===== config.mk =====
export PLATFORM = sky130hd
export DESIGN_NAME = round_robin_time_slice_scheduler_unit
export DESIGN_NICKNAME = d
export VERILOG_FILES = /design/src/rtl/rrts_pkg.sv /design/src/rtl/rrts_ring.sv /design/src/rtl/round_robin_time_slice_scheduler_unit.sv
export VERILOG_INCLUDE_DIRS = /design/src /design/src/rtl
export SDC_FILE = /design/constraint.sdc
export NUM_CORES = 1
export LEC_CHECK = 0
export BUFFER_PORTS_ARGS = -buffer_cell sky130_fd_sc_hd__buf_2
export CORE_ASPECT_RATIO = 1.25
export CORE_MARGIN = 2
export CORE_UTILIZATION = 40
export DETAILED_ROUTE_END_ITERATION = 8
export HOLD_SLACK_MARGIN = 0.06
export MAX_ROUTING_LAYER = met4
export PLACE_DENSITY = 0.61
export SETUP_SLACK_MARGIN = 0.4
export SLEW_MARGIN = 20
export SYNTH_ARGS = -nofsm -noshare
export SYNTH_HDL_FRONTEND = slang
export SYNTH_HIERARCHICAL = 1
export SYNTH_SLANG_ARGS = --single-unit

===== constraint.sdc =====
create_clock -name clk -period 7.1 [get_ports clk]
set_input_delay 0.71 -clock clk [delete_from_list [all_inputs] [get_ports clk]]
set_output_delay 0.71 -clock clk [all_outputs]
set_load 0.02 [all_outputs]

===== src/rtl/round_robin_time_slice_scheduler_unit_macros.svh =====
// assertion macros for the round-robin time-slice scheduler
// expects signals named clk and rst in the including module
`ifndef ROUND_ROBIN_TIME_SLICE_SCHEDULER_UNIT_MACROS_SVH
`define ROUND_ROBIN_TIME_SLICE_SCHEDULER_UNIT_MACROS_SVH

// same-cycle implication, checked outside reset
`define RRTS_ASSERT_IMPL(label, ante, cons, msg) \
  label: assert property (@(posedge clk) disable iff (rst) (ante) |-> (cons)) \
    else $error(msg);

// next-cycle implication, checked outside reset
`define RRTS_ASSERT_NEXT(label, ante, cons, msg) \
  label: assert property (@(posedge clk) disable iff (rst) (ante) |=> (cons)) \
    else $error(msg);

`endif


===== src/rtl/rrts_pkg.sv =====
// shared sizes, action codes and ring control struct for the scheduler
// no dependencies
`timescale 1ns / 1ps

package rrts_pkg;

  localparam int SLOTS = 8;
  localparam int IDX_W = (SLOTS > 1) ? $clog2(SLOTS) : 1;
  localparam int CNT_W = $clog2(SLOTS + 1);
  localparam int ID_W  = 8;
  localparam int LEN_W = 8;

  localparam logic [CNT_W-1:0] SLOTS_CNT = CNT_W'(SLOTS);

  // action codes
  localparam logic ACT_ADD  = 1'b0;
  localparam logic ACT_TICK = 1'b1;

  // write controls from the scheduler core to the ring store
  typedef struct packed {
    logic             add_en;
    logic [IDX_W-1:0] add_slot;
    logic [ID_W-1:0]  add_id;
    logic [LEN_W-1:0] add_length;
    logic             upd_en;
    logic [IDX_W-1:0] upd_slot;
    logic [LEN_W-1:0] upd_elapsed;
    logic             del_en;
    logic [IDX_W-1:0] del_slot;
    logic [CNT_W-1:0] live;
  } ring_ctrl_t;

endpackage


===== src/rtl/rrts_ring.sv =====
// ring store of process entries: append, elapsed update, delete with close-up
// depends on rrts_pkg
`timescale 1ns / 1ps

module rrts_ring (
  input  logic                         clk,
  input  rrts_pkg::ring_ctrl_t         ctrl,
  input  logic [rrts_pkg::IDX_W-1:0]   rd_slot,
  output logic [rrts_pkg::ID_W-1:0]    rd_id,
  output logic [rrts_pkg::LEN_W-1:0]   rd_length,
  output logic [rrts_pkg::LEN_W-1:0]   rd_elapsed
);

  logic [rrts_pkg::ID_W-1:0]  entry_id      [rrts_pkg::SLOTS];
  logic [rrts_pkg::LEN_W-1:0] entry_length  [rrts_pkg::SLOTS];
  logic [rrts_pkg::LEN_W-1:0] entry_elapsed [rrts_pkg::SLOTS];

  for (genvar k = 0; k < rrts_pkg::SLOTS; k++) begin : g_entry
    if (k < rrts_pkg::SLOTS - 1) begin : g_shift
      // entries above a deleted one move down by one
      always_ff @(posedge clk) begin
        if (ctrl.add_en && ctrl.add_slot == rrts_pkg::IDX_W'(k)) begin
          entry_id[k]      <= ctrl.add_id;
          entry_length[k]  <= ctrl.add_length;
          entry_elapsed[k] <= '0;
        end else if (ctrl.del_en && rrts_pkg::IDX_W'(k) >= ctrl.del_slot &&
                     rrts_pkg::CNT_W'(k + 1) < ctrl.live) begin
          entry_id[k]      <= entry_id[k+1];
          entry_length[k]  <= entry_length[k+1];
          entry_elapsed[k] <= entry_elapsed[k+1];
        end else if (ctrl.upd_en && ctrl.upd_slot == rrts_pkg::IDX_W'(k)) begin
          entry_elapsed[k] <= ctrl.upd_elapsed;
        end
      end
    end else begin : g_last
      // top entry has nothing above it to pull down
      always_ff @(posedge clk) begin
        if (ctrl.add_en && ctrl.add_slot == rrts_pkg::IDX_W'(k)) begin
          entry_id[k]      <= ctrl.add_id;
          entry_length[k]  <= ctrl.add_length;
          entry_elapsed[k] <= '0;
        end else if (ctrl.upd_en && ctrl.upd_slot == rrts_pkg::IDX_W'(k)) begin
          entry_elapsed[k] <= ctrl.upd_elapsed;
        end
      end
    end
  end

  assign rd_id      = entry_id[rd_slot];
  assign rd_length  = entry_length[rd_slot];
  assign rd_elapsed = entry_elapsed[rd_slot];

endmodule


===== src/rtl/round_robin_time_slice_scheduler_unit.sv =====
// round-robin time-slice scheduler, top level
// depends on rrts_pkg, rrts_ring and round_robin_time_slice_scheduler_unit_macros.svh
//
// usage
//   item channel (item_valid/item_ready): action selects add or tick,
//   run_length is the run time of an added process (ignored on tick)
//   result channel (result_valid/result_ready): one result transaction per
//   item transaction, in order: process_id, elapsed, finished, idle, rejected
// timing
//   an item is decoded, applied to the ring and captured in the result
//   register in the cycle it is accepted; the result shows in the cycle after
//   one item per cycle while the result register is empty or being drained; the ring
//   store update and the serve path (slot select, elapsed increment, compare) settle in the same cycle
// stall
//   item_ready is high while the result register is empty or being drained,
//   so a stalled receiver holds the result and blocks only the next item
// reset
//   synchronous, active high: ring empty, pointer at slot 0, next id 0,
//   result register empty; entry contents are left as they are
`timescale 1ns / 1ps
`include "round_robin_time_slice_scheduler_unit_macros.svh"

module round_robin_time_slice_scheduler_unit (
  input  logic                        clk,
  input  logic                        rst,
  input  logic                        item_valid,
  output logic                        item_ready,
  input  logic                        action,
  input  logic [rrts_pkg::LEN_W-1:0]  run_length,
  output logic                        result_valid,
  input  logic                        result_ready,
  output logic [rrts_pkg::ID_W-1:0]   process_id,
  output logic [rrts_pkg::LEN_W-1:0]  elapsed,
  output logic                        finished,
  output logic                        idle,
  output logic                        rejected
);

  // scheduler state
  logic [rrts_pkg::CNT_W-1:0] live_count, live_count_next;
  logic [rrts_pkg::IDX_W-1:0] current_slot, current_slot_next;
  logic [rrts_pkg::ID_W-1:0]  next_id, next_id_next;

  // served entry and its update
  logic [rrts_pkg::IDX_W-1:0] cur;
  logic [rrts_pkg::ID_W-1:0]  rd_id;
  logic [rrts_pkg::LEN_W-1:0] rd_length;
  logic [rrts_pkg::LEN_W-1:0] rd_elapsed;
  logic [rrts_pkg::LEN_W-1:0] el_inc;
  logic                       done;
  logic [rrts_pkg::CNT_W-1:0] live_less;
  logic [rrts_pkg::CNT_W-1:0] cur_plus;

  // result values for the accepted item
  logic [rrts_pkg::ID_W-1:0]  res_id;
  logic [rrts_pkg::LEN_W-1:0] res_elapsed;
  logic                       res_finished;
  logic                       res_idle;
  logic                       res_rejected;

  logic                 accept;
  rrts_pkg::ring_ctrl_t ctrl;

  assign item_ready = !result_valid || result_ready;
  assign accept     = item_valid && item_ready;

  rrts_ring u_ring (
    .clk        (clk),
    .ctrl       (ctrl),
    .rd_slot    (cur),
    .rd_id      (rd_id),
    .rd_length  (rd_length),
    .rd_elapsed (rd_elapsed)
  );

  // pointer past the end of the ring wraps to the head
  assign cur = (rrts_pkg::CNT_W'(current_slot) >= live_count) ? '0 : current_slot;

  // elapsed count saturates at all ones
  assign el_inc    = (rd_elapsed != '1) ? rd_elapsed + 1'b1 : rd_elapsed;
  assign done      = (el_inc >= rd_length);
  assign live_less = live_count - 1'b1;
  assign cur_plus  = rrts_pkg::CNT_W'(cur) + 1'b1;

  always_comb begin
    ctrl              = '0;
    ctrl.live         = live_count;
    live_count_next   = live_count;
    current_slot_next = current_slot;
    next_id_next      = next_id;
    res_id            = '0;
    res_elapsed       = '0;
    res_finished      = 1'b0;
    res_idle          = 1'b0;
    res_rejected      = 1'b0;
    if (accept) begin
      if (action == rrts_pkg::ACT_ADD) begin
        if (live_count >= rrts_pkg::SLOTS_CNT) begin
          res_rejected = 1'b1;
        end else begin
          // append at the tail with the next sequential id
          ctrl.add_en     = 1'b1;
          ctrl.add_slot   = live_count[rrts_pkg::IDX_W-1:0];
          ctrl.add_id     = next_id;
          ctrl.add_length = run_length;
          live_count_next = live_count + 1'b1;
          next_id_next    = next_id + 1'b1;
          res_id          = next_id;
        end
      end else begin
        if (live_count == '0) begin
          res_idle = 1'b1;
        end else begin
          res_id      = rd_id;
          res_elapsed = el_inc;
          if (done) begin
            // remove served entry, successor slides into its slot
            res_finished      = 1'b1;
            ctrl.del_en       = 1'b1;
            ctrl.del_slot     = cur;
            live_count_next   = live_less;
            current_slot_next = (rrts_pkg::CNT_W'(cur) >= live_less) ? '0 : cur;
          end else begin
            ctrl.upd_en       = 1'b1;
            ctrl.upd_slot     = cur;
            ctrl.upd_elapsed  = el_inc;
            current_slot_next = (cur_plus >= live_count) ? '0
                                : cur_plus[rrts_pkg::IDX_W-1:0];
          end
        end
      end
    end
  end

  always_ff @(posedge clk) begin
    if (rst) begin
      live_count   <= '0;
      current_slot <= '0;
      next_id      <= '0;
    end else begin
      live_count   <= live_count_next;
      current_slot <= current_slot_next;
      next_id      <= next_id_next;
    end
  end

  // result register
  always_ff @(posedge clk) begin
    if (rst) begin
      result_valid <= 1'b0;
    end else if (accept) begin
      result_valid <= 1'b1;
    end else if (result_ready) begin
      result_valid <= 1'b0;
    end
  end

  always_ff @(posedge clk) begin
    if (accept) begin
      process_id <= res_id;
      elapsed    <= res_elapsed;
      finished   <= res_finished;
      idle       <= res_idle;
      rejected   <= res_rejected;
    end
  end

  // checks
  `RRTS_ASSERT_IMPL(a_count_bound, 1'b1, live_count <= rrts_pkg::SLOTS_CNT,
                    "live count beyond ring size")
  `RRTS_ASSERT_IMPL(a_slot_in_ring, live_count != '0,
                    rrts_pkg::CNT_W'(current_slot) < live_count,
                    "pointer outside live entries")
  `RRTS_ASSERT_NEXT(a_id_advance,
                    accept && action == rrts_pkg::ACT_ADD && live_count < rrts_pkg::SLOTS_CNT,
                    next_id == $past(next_id) + 8'd1,
                    "id did not advance on accepted add")
  `RRTS_ASSERT_NEXT(a_idle_on_empty,
                    accept && action == rrts_pkg::ACT_TICK && live_count == '0,
                    result_valid && idle && live_count == '0,
                    "tick on empty ring not reported idle")
  `RRTS_ASSERT_IMPL(a_one_flag, result_valid, $onehot0({finished, idle, rejected}),
                    "more than one status flag in a result")

endmodule


==> results.md, run 1 <==
- Outcome: finished clean
- Ant diodes: 0
- Placed insts: around 1,400
- GRT overflow: 0
- Final setup fails: 0
- CP required: 7390 ps
- CTS tree: yes
- Worst Setup End Kind: flop
- Hold Violations, Final: 0
- Power density over the cells: roughly 210 nW/µm²
- Post-layout util: 45.7%
- Vias: 8,504
- Least-Margin Pin Slew: 1130 ps
- Post-synth EDFFs: 211
- DR vias/cell: between 5 and 6
- Area Overhead vs Synth: 13.2%
- Slew headroom: between 20% and 30%
- Max Clk Rate: 0.155 GHz
- Final ANT Viol Nets: 0
- Max Cap Viol: 0
- Initial Utilization: about 40%
- Router iterations before antenna repair: 5
- Mapped Cells: 970
- Final clock skew: 14.3 ps
- Crit path kind: reg -> reg
- Non-Filler Instances: around 1,400
- Max Root-Sink Buffers: 3
- Clk root buf: clkbuf_16
- Nets@finish: 1,041
- Hold Buf Count CTS: 0
- Port-buffer cells: 33
- CTS Buf Count: 25
- Gr usage total: 21.2%
- Min Tclk post-route: 6440 ps
- DP HPWL: 22,800 µm
- Max VDD drop: 0.000195 V
- Layout cells sized above 1: between 30% and 40%
- Hold crit path type: in -> reg
- Num Clock Sinks: 227
- Fin area: 14,500 µm²
- Total nets after synthesis: 1,005
- Lkg Pwr: 5.11 nW
- Worst-skew pair later-pin latency: 550 ps
- Area after DPL: 13,500 µm²
- Yosys reg bits: 227
- 1st-iter DRT viols: 623
- Wire length of the first global-routing pass: 51,700 µm
- Fin crit share: between 90% and 100%
- CP Launch Type: flop
- Residual DRC count: 0
- Vias in the first global route: 8,466
- Setup_tns: 0 ps
- Synthesized area: 12,800 µm²
- Routability Congestion: 0.893
- Die ar.: 33,400 µm²
- Hold_ws: between 400 and 500 ps
- RSZ-0062 raised after global routing: no
- Worst-path clk slew: 60 ps
- Critical Path AT: between 6000 and 7000 ps
- Syn Area/Cell: around 13 µm²
- Post-synth cell types: 71
- Final worst slack: between 600 and 700 ps
- Chip Height: 204 µm
- Synth warn: 6
- Post-DR wirelength/cell: 23.5 µm
- Crit Path Max Fanout: 18
- Die Width: around 160 µm
- CTS H-tree lvls: 1
- Post-synthesis sequential area ratio: between 50% and 60%
- Largest net degree at the start of global routing: 36
- Drt total wl: about 34,000 µm
- Pre-CTS setup slack: -31.5 ps
- Io pins: 34
- Core Rows: 73
- Pins Over Slew Limit: 0
- Initial antenna violation count: 0
- Async S/R FF share, synth: 0%
- Dominant synthesized flop cell: edfxtp_1
- Total power: 3.11 mW
- Core area: 31,600 µm²
## timing repair
item / in CTS / in global routing
hold endpoints to repair: 0 / 0
pin swaps: 0 / 3
gates resized for setup: 9 / 27
buffers inserted: 1 / 5
endpoints found under the setup margin: 218 / 312
## critical path: stages (launching register included)
cell	delay, ps
dfxtp_2	360
inv_1	50
ha_1	270
nand2b_1	180
a211oi_2	250
or3_4	170
nand2_1	100
clkinv_4	120
mux4_2	500
mux2_2	310
ha_1	240
nand2_1	120
or3_4	170
or3b_4	410
xor2_4	220
inv_1	60
ha_1	310
a211oi_2	200
nor2_1	110
a211o_4	330
nand2_4	120
nor2_2	100
nand2b_1	180
buf_4	200
or4_1	570
buf_8	200
mux2_2	280
## path summary, 6_finish.rpt
| path | startpoint | endpoint | cells past startpoint | slack [ps] |
|---|---|---|---|---|
| worst max register to register | current_slot[0] | u_ring/entry_id[3][5] | 26 | 660 |
| worst min register to register | current_slot[0] | current_slot[0] | 2 | 520 |
| worst min-delay path | item_valid | result_valid | 3 | 460 |
| worst max-delay path | current_slot[0] | u_ring/entry_id[3][5] | 26 | 660 |
## logic make-up after synthesis
group	count (synthesis)	share of synthesized area, %
buf+inv	109	3.72
fa+ha+maj	22	2.15
compound gates	147	7.96
simple gates	255	11.4
mux	197	21.8
flops	227	52.1
xor+xnor	13	0.891
## area by class of cell
type / instances / area (µm²)
Inverter: 35 / 145
Clock buffer: 30 / 664
Sequential cell: 227 / 6660
Fill cell: 2920 / 17100
Timing Repair Buffer: 83 / 559
Multi-Input combinational cell: 634 / 5750
Tap cell: 412 / 515
Clock inverter: 16 / 164
## cells in the mapped netlist, types with 3 or more instances
| library cell | number | share of area, % |
|---|---|---|
| nand4_1 | 25 | 1.2 |
| a211oi_1 | 3 | 0.18 |
| a22o_1 | 8 | 0.55 |
| nand2b_1 | 8 | 0.39 |
| nand2_1 | 24 | 0.71 |
| nor2_1 | 51 | 1.5 |
| nor2b_1 | 6 | 0.29 |
| edfxtp_1 | 211 | 50 |
| and2_1 | 29 | 1.4 |
| o311ai_0 | 16 | 1.1 |
| buf_1 | 8 | 0.24 |
| a21o_1 | 5 | 0.29 |
| or2_2 | 8 | 0.39 |
| or3_1 | 7 | 0.34 |
| mux2i_1 | 10 | 0.78 |
| nor4b_2 | 3 | 0.35 |
| nor4bb_1 | 5 | 0.39 |
| nor3_1 | 7 | 0.27 |
| xnor2_1 | 7 | 0.48 |
| buf_2 | 18 | 0.71 |
| clkbuf_1 | 41 | 1.2 |
| nor4_1 | 4 | 0.20 |
| or4_1 | 3 | 0.18 |
| o21ai_0 | 15 | 0.59 |
| a21oi_1 | 44 | 1.7 |
| inv_1 | 34 | 1.0 |
| xor2_1 | 6 | 0.41 |
| ha_1 | 22 | 2.2 |
| and4b_1 | 5 | 0.39 |
| nand3_1 | 51 | 2.0 |
| buf_4 | 3 | 0.18 |
| mux2_4 | 10 | 1.2 |
| and3_1 | 4 | 0.20 |
| mux4_2 | 48 | 8.5 |
| mux2_2 | 128 | 11 |
| dfxtp_1 | 16 | 2.5 |
| o211ai_1 | 32 | 1.9 |
## routing by layer
layer	routed length, µm	track usage, %	vias up
met2	16900	34.8	258
met1	13900	26.7	4287
met3	1830	3.01	71
met5	0	-	-
li1	-	-	3888
met4	1230	8.08	0
## sequential cells by signal, indices dropped and copies added (netlist names)
register              count
u_ring/entry_id          64
u_ring/entry_length      64
process_id                8
current_slot              3
idle                      1
live_count                4
rejected                  1
elapsed                   8
result_valid              1
finished                  1
next_id                   8
u_ring/entry_elapsed     64
## layout by cell type (no fill, tap or decap), types with 6 or more instances in the layout
cell / instances
a21oi_1: 44
a22o_1: 8
and2_1: 29
buf_2: 33
buf_4: 46
clkbuf_16: 25
dfxtp_1: 14
edfxtp_1: 211
ha_1: 22
inv_1: 31
mux2_2: 127
mux2_4: 11
mux2i_1: 10
mux4_2: 48
nand2_1: 22
nand2b_1: 8
nand3_1: 51
nand4_1: 25
nor2_1: 45
nor3_1: 6
o211ai_1: 32
o21ai_0: 15
o311ai_0: 16
or2_2: 8
xnor2_1: 7
## where the power goes
| part | leakage (nW) | total (mW) | switching (mW) | internal, mW |
|---|---|---|---|---|
| sequential | 2.08 | 1.49 | 0.0119 | 1.48 |
| combinational | 2.62 | 0.296 | 0.186 | 0.110 |
| clock | 0.408 | 1.32 | 0.542 | 0.777 |
| total | 5.11 | 3.11 | 0.740 | 2.37 |
No activity file was read; power rests on OpenSTA's default activity.
==> run 2, diff against run 1 <==
Settings changed: PLACE_DENSITY 0.61 to 0.58.
==> results.md, run 2 (synthesized netlist as in run 1, its figures left out) <==
- Post-CTS Setup Inserts: 0 (was 1)
- Clk root buf: clkbuf_16 (unchanged)
- Worst-path clk slew: 60 ps (about the same)
- Wire length of the first global-routing pass: 53,600 µm (was 51,700 µm)
- Num Clock Sinks: 227 (unchanged)
- Io pins: 34 (unchanged)
- Fin crit share: 90.3% (was 90.7%)
- Initial antenna violation count: 0 (unchanged)
- Vias in the first global route: 8,670 (was 8,466)
- Final worst slack: 686 ps (was 663 ps)
- Hold crit path type: in -> reg (unchanged)
- Total power: 3.13 mW (was 3.11 mW)
- Max Root-Sink Buffers: 3 (unchanged)
- DR vias/cell: 5.96 (was 5.92)
- Chip Height: 204 µm (unchanged)
- Setup_tns: 0 ps (unchanged)
- Final ANT Viol Nets: 0 (unchanged)
- CP startpoint: current_slot[0] (unchanged)
- Critical path's slowest cell: or4_1 (unchanged)
- DP HPWL: 23,300 µm (was 22,800 µm)
- Uppermost routed layer: met4 (unchanged)
- Crit path largest cell delay: 570 ps (about the same)
- 1st-iter DRT viols: 1,018 (was 623)
- Met3 Wirelength: 1930 µm (was 1830 µm)
- Residual DRC count: 0 (unchanged)
- Max VDD drop: 0.000197 V (was 0.000195 V)
- RSZ-0062 raised after global routing: no (unchanged)
- Nets@finish: 1,044 (was 1,041)
- CTS tree: yes (unchanged)
- Delay-heaviest family, CP: simple AND/OR/NAND/NOR gates (unchanged)
- Port-buffer cells: 33 (unchanged)
- Commonest non-fill, non-tap cell in the layout: edfxtp_1 (unchanged)
- Die Width: 164 µm (unchanged)
- CP Launch Type: flop (unchanged)
- Routability Congestion: 0.892 (was 0.893)
- Hold Buf Count CTS: 0 (unchanged)
- CP required: 7390 ps (about the same)
- Max Clk Rate: 0.156 GHz (was 0.155 GHz)
- Die ar.: 33,400 µm² (unchanged)
- Drt total wl: 34,800 µm (was 33,800 µm)
- Initial Utilization: 40.4% (unchanged)
- Hold Crit Start: item_valid (unchanged)
- CP bufs+invs: 8 (was 5)
- Min Tclk post-route: 6410 ps (was 6440 ps)
- RR Startpoint: current_slot[0] (unchanged)
- Critical Path AT: 6700 ps (was 6720 ps)
- Top Registers: u_ring/entry_elapsed x64, u_ring/entry_id x64, u_ring/entry_length x64 (unchanged)
- FILL cells: 2,962 (was 2,920)
- Least-Margin Pin Slew: 1240 ps (was 1130 ps)
- Met2 Wirelength: 17,800 µm (was 16,900 µm)
- Lkg Pwr: 5.12 nW (was 5.11 nW)
- Router iterations before antenna repair: 8 (was 5)
- Outcome: finished clean (unchanged)
- Post-DR wirelength/cell: 24.2 µm (was 23.5 µm)
- R2R Setup Slk: 690 ps (was 660 ps)
- Core area: 31,600 µm² (unchanged)
- Largest net degree at the start of global routing: 33 (was 36)
- Crit Path Max Fanout: 18 (unchanged)
- CTS Buf Count: 26 (was 25)
- Vias: 8,571 (was 8,504)
- Slew headroom: 16.5% (was 24.1%)
- GRT overflow: 0 (unchanged)
- Ant diodes: 0 (unchanged)
- CTS H-tree lvls: 1 (unchanged)
- WL met1: 14,100 µm (was 13,900 µm)
- Hold Violations, Final: 0 (unchanged)
- Crit path kind: reg -> reg (unchanged)
- Most frequent cells in the layout: edfxtp_1 (211), mux2_2 (127), nand3_1 (51) (unchanged)
- Layout cells sized above 1: 33.6% (was 34.8%)
- Cell mode on critical path: buf_4 (was ha_1)
- Final clock skew: 31.9 ps (was 14.3 ps)
- Max Cap Viol: 0 (unchanged)
- Power density over the cells: 217 nW/µm² (was 215 nW/µm²)
- Worst-skew pair later-pin latency: 570 ps (was 550 ps)
- Worst Setup End Kind: flop (unchanged)
- Core Rows: 73 (unchanged)
- Pins Over Slew Limit: 0 (unchanged)
- Area Overhead vs Synth: 13.2% (about the same)
- Final setup fails: 0 (unchanged)
- Pre-CTS setup slack: 135 ps (was -31.5 ps)
- Gr usage total: 21.8% (was 21.2%)
-- run 2: layout make-up --
| type | instances | area, µm² | share of cell area [%] |
|---|---|---|---|
| Multi-Input combinational cell | 634 | 5720 | 39.6 |
| Clock buffer | 40 | 763 | 5.28 |
| Clock inverter | 4 | 93.8 | 0.649 |
| Tap cell | 412 | 515 | 3.56 |
| Sequential cell | 227 | 6660 | 46.0 |
| Inverter | 35 | 139 | 0.960 |
| Timing Repair Buffer | 85 | 567 | 3.92 |
-- run 2: routing by layer --
layer / global-route usage, % / up-vias
li1: - / 3881
met2: 36.5 / 326
met1: 27.8 / 4289
met5: - / -
met3: 2.73 / 75
met4: 6.27 / 0
-- run 2: what timing repair did --
item,CTS,global route
resized for setup,4,17
setup endpoints to repair,43,255
pin swaps,0,1
-- run 2: worst paths after layout --
check                                                 end  cells past startpoint
worst max-delay path            u_ring/entry_length[3][2]                     27
worst min-delay path                         result_valid                      3
worst max register to register  u_ring/entry_length[3][2]                     27
worst min register to register            current_slot[0]                      2
-- run 2: power by group --
part / internal, mW / leakage [nW] / switching, mW
clock: 0.809 / 0.414 / 0.539
combinational: 0.110 / 2.63 / 0.183
sequential: 1.48 / 2.08 / 0.0121
-- run 2: metrics by stage --
stage                     std cells  utilization [%]  area, µm²  hold WS (ps)
after floorplan                 970                -      12800           479
after global placement         1393             42.8      13500           521
after detailed placement       1393             42.8      13500           541
after CTS                      1437             45.5      14400           429
after global routing           1437             45.8      14500           459
final                          1437             45.8      14500           448
-- run 2: worst min-delay path, stage by stage --
cell	delay, ps
buf_2	130
nor2_1	60
nor2_1	70
==> run 3, diff against run 2 <==
Settings changed: RECOVER_POWER set to 25, SYNTH_HIERARCHICAL 1 to not set.
==> results.md, run 3 <==
- Router iterations before antenna repair: 5 (was 8)
- Hold_ws: 412 ps (was 448 ps)
- Final ANT Viol Nets: 0 (unchanged)
- Nets@finish: 1,274 (was 1,044)
- Clk root buf: clkbuf_16 (unchanged)
- Lkg Pwr: 5.24 nW (was 5.12 nW)
- Critical path's slowest cell: a2111oi_1 (was or4_1)
- CP Depth: 19 (was 27)
- Worst r2r path cells: 19 (was 27)
- Worst-skew pair later-pin latency: 550 ps (was 570 ps)
- Die ar.: 30,900 µm² (was 33,400 µm²)
- Hold crit path type: in -> reg (unchanged)
- Routability Congestion: 0.889 (was 0.892)
- RR Startpoint: live_count[2] (was current_slot[0])
- Max Root-Sink Buffers: 3 (unchanged)
- Drt total wl: 34,900 µm (was 34,800 µm)
- Crit path largest cell delay: 710 ps (was 570 ps)
- Crit path kind: reg -> reg (unchanged)
- CP Launch Type: flop (unchanged)
- Min Tclk post-route: 6510 ps (was 6410 ps)
- 1st-iter DRT viols: 849 (was 1,018)
- Max Clk Rate: 0.154 GHz (was 0.156 GHz)
- Dominant synthesized flop cell: edfxtp_1 (unchanged)
- DR vias/cell: 5.55 (was 5.96)
- Max Cap Viol: 1 (was 0)
- Area Overhead vs Synth: 12.4% (was 13.2%)
- Initial antenna violation count: 0 (unchanged)
- Pins Over Slew Limit: 24 (was 0)
- Fin crit share: 91.8% (was 90.3%)
- Layout cells sized above 1: 9.32% (was 33.6%)
- Top post-synthesis cells by area: edfxtp_1 (54%), nand2_1 (13%), o21ai_0 (2.9%), dfxtp_1 (2.7%), ha_1 (2.4%) (was edfxtp_1 (50%), mux2_2 (11%), mux4_2 (8.5%), dfxtp_1 (2.5%), ha_1 (2.2%))
- CP startpoint: live_count[2] (was current_slot[0])
- Max VDD drop: 0.000120 V (was 0.000197 V)
- Post-synth top area share: 53.7% (was 49.6%)
- Total power: 3.07 mW (was 3.13 mW)
- Worst-path clk slew: 60 ps (about the same)
- Wire length of the first global-routing pass: 53,000 µm (was 53,600 µm)
- Port-buffer cells: 33 (unchanged)
- Ant diodes: 0 (unchanged)
- Delay-heaviest family, CP: compound AO/OA/AOI/OAI gates (was simple AND/OR/NAND/NOR gates)
- Final worst slack: 586 ps (was 686 ps)
- CTS H-tree lvls: 1 (unchanged)
- Setup_tns: 0 ps (unchanged)
- Core Rows: 70 (was 73)
- Total nets after synthesis: 1,245 (was 1,005)
- Gr usage total: 23.4% (was 21.8%)
- Chip Height: 196 µm (was 204 µm)
- Least-Margin Pin Slew: 1680 ps (was 1240 ps)
- Vias: 9,171 (was 8,571)
- Final clock skew: 16.4 ps (was 31.9 ps)
- Hold Buf Count CTS: 0 (unchanged)
- Synth warn: 0 (was 6)
- CP bufs+invs: 4 (was 8)
- Hold Violations, Final: 0 (unchanged)
- Residual DRC count: 0 (unchanged)
- Core area: 29,200 µm² (was 31,600 µm²)
- Worst Setup End Kind: flop (unchanged)
- Top Registers: u_ring.entry_elapsed x64, u_ring.entry_id x64, u_ring.entry_length x64 (was u_ring/entry_elapsed x64, u_ring/entry_id x64, u_ring/entry_length x64)
- Crit Path Max Fanout: 18 (unchanged)
- Failing checks: capacitance limit, slew limit
- Post-DR wirelength/cell: 21.1 µm (was 24.2 µm)
- Most frequent cells in the layout: nand2_1 (412), edfxtp_1 (211), nor2_1 (73) (was edfxtp_1 (211), mux2_2 (127), nand3_1 (51))
- CP cell instances: inv_1 -> ha_1 -> nor2b_1 -> a211oi_4 -> nor2_1 -> buf_4 -> a221o_1 -> a22oi_1 -> o21ai_0 -> o21ai_4 -> inv_1 -> ha_1 -> o21ai_0 -> a2111oi_1 -> o21ai_0 -> buf_4 -> a211oi_4 -> o21bai_2 -> nand2b_1
- CTS tree: yes (unchanged)
- CP required: 7300 ps (was 7390 ps)
- GRT overflow: 0 (unchanged)
- Post-synth cell types: 72 (was 71)
- Pre-CTS setup slack: 668 ps (was 135 ps)
- Yosys reg bits: 227 (unchanged)
- R2R Setup Slk: 590 ps (was 690 ps)
- Io pins: 34 (unchanged)
- Slew headroom: -12.2% (was 16.5%)
- Critical Path AT: 6720 ps (was 6700 ps)
- Async S/R FF share, synth: 0% (unchanged)
- Top cells by count, synth: nand2_1 (412), edfxtp_1 (211), nor2_1 (74), o21ai_0 (68) (was edfxtp_1 (211), mux2_2 (128), nand3_1 (51), nor2_1 (51), mux4_2 (48))
- Power density over the cells: 231 nW/µm² (was 217 nW/µm²)
- CTS Buf Count: 24 (was 26)
- Die Width: 158 µm (was 164 µm)
- Num Clock Sinks: 227 (unchanged)
- Most frequent cell after synthesis: nand2_1 (was edfxtp_1)
- Syn Area/Cell: 9.75 µm² (was 13.2 µm²)
- Initial Utilization: 40.4% (about the same)
- DP HPWL: 22,400 µm (was 23,300 µm)
- Commonest non-fill, non-tap cell in the layout: nand2_1 (was edfxtp_1)
- Vias in the first global route: 8,847 (was 8,670)
- RSZ-0062 raised after global routing: no (unchanged)
- Hold Crit Start: item_valid (unchanged)
- Hold Path Stages: 3 (unchanged)
- Final setup fails: 0 (unchanged)
- Mapped Cells: 1,209 (was 970)
- Cell mode on critical path: o21ai_0 (was buf_4)
- Outcome: complete, but fails checks (was finished clean)
- Post-synth EDFFs: 211 (unchanged)
- Synthesized area: 11,800 µm² (was 12,800 µm²)
- Largest net degree at the start of global routing: 47 (was 33)
- Post-synthesis sequential area ratio: 56.4% (was 52.1%)
- Yosys top cell by area: edfxtp_1 (unchanged)
-- run 3: changes by cell type in the layout (fill, tap and decap cells not counted), sizes merged, moves of 25 or more --
cell	change
mux4	-46
buf	-45
o21ai	+63
mux2	-138
nand4	-25
and2	-28
nand2	+389
-- run 3: layer usage --
metal  vias to the layer above  track usage (%)  part of all wire (%)
met2                       373             37.5                    48
met5                         -                -                     0
met4                         0             6.67                   2.3
li1                       4329                -                     -
met3                        55             3.36                   7.5
met1                      4414             31.1                    42
-- run 3: metrics by stage --
stage / instances / util [%] / area, µm²
4_1_cts: 1652 / 45.7 / 13300
2_1_floorplan: 1209 / - / 11800
3_5_place_dp: 1608 / 43.0 / 12600
6_report: 1652 / 45.5 / 13300
5_1_grt: 1652 / 45.5 / 13300
3_3_place_gp: 1608 / 43.0 / 12600
-- run 3: cell families after synthesis --
logic type	after synthesis	share of synthesized area [%]
AO/OA/AOI/OAI	244	14.6
XOR/XNOR	12	0.891
adder cells (fa/ha/maj)	23	2.44
buffers and inverters	104	3.42
flip-flops	227	56.4
multiplexers	18	1.86
AND/OR/NAND/NOR	581	20.4
-- run 3: final cells by class --
class / instances / area, µm²
Clock buffer: 31 / 647
Fill cell: 2810 / 15900
Tap cell: 396 / 495
Inverter: 41 / 154
Multi-Input combinational cell: 878 / 4810
Sequential cell: 227 / 6660
Timing Repair Buffer: 66 / 369
Clock inverter: 13 / 124
-- run 3: path summary, 6_finish.rpt --
path / end
max: u_ring.entry_elapsed[4][5]
min: result_valid
max reg2reg: u_ring.entry_elapsed[4][5]
min reg2reg: result_valid
-- run 3: what timing repair did --
item | in CTS | in global routing
buffers inserted | 0 | 0
endpoints found under the setup margin | 0 | 56
resized for setup | 0 | 2
-- run 3: where the power goes --
part	leakage [nW]	switching [mW]	total, mW	internal (mW)
registers	2.08	0.0197	1.51	1.49
clock network	0.379	0.540	1.26	0.716
logic	2.79	0.210	0.303	0.0937
total	5.24	0.769	3.07	2.30
-- run 3: worst min-delay path, stage by stage --
cell,delay (ps)
buf_2,100
inv_1,40
a21oi_1,50
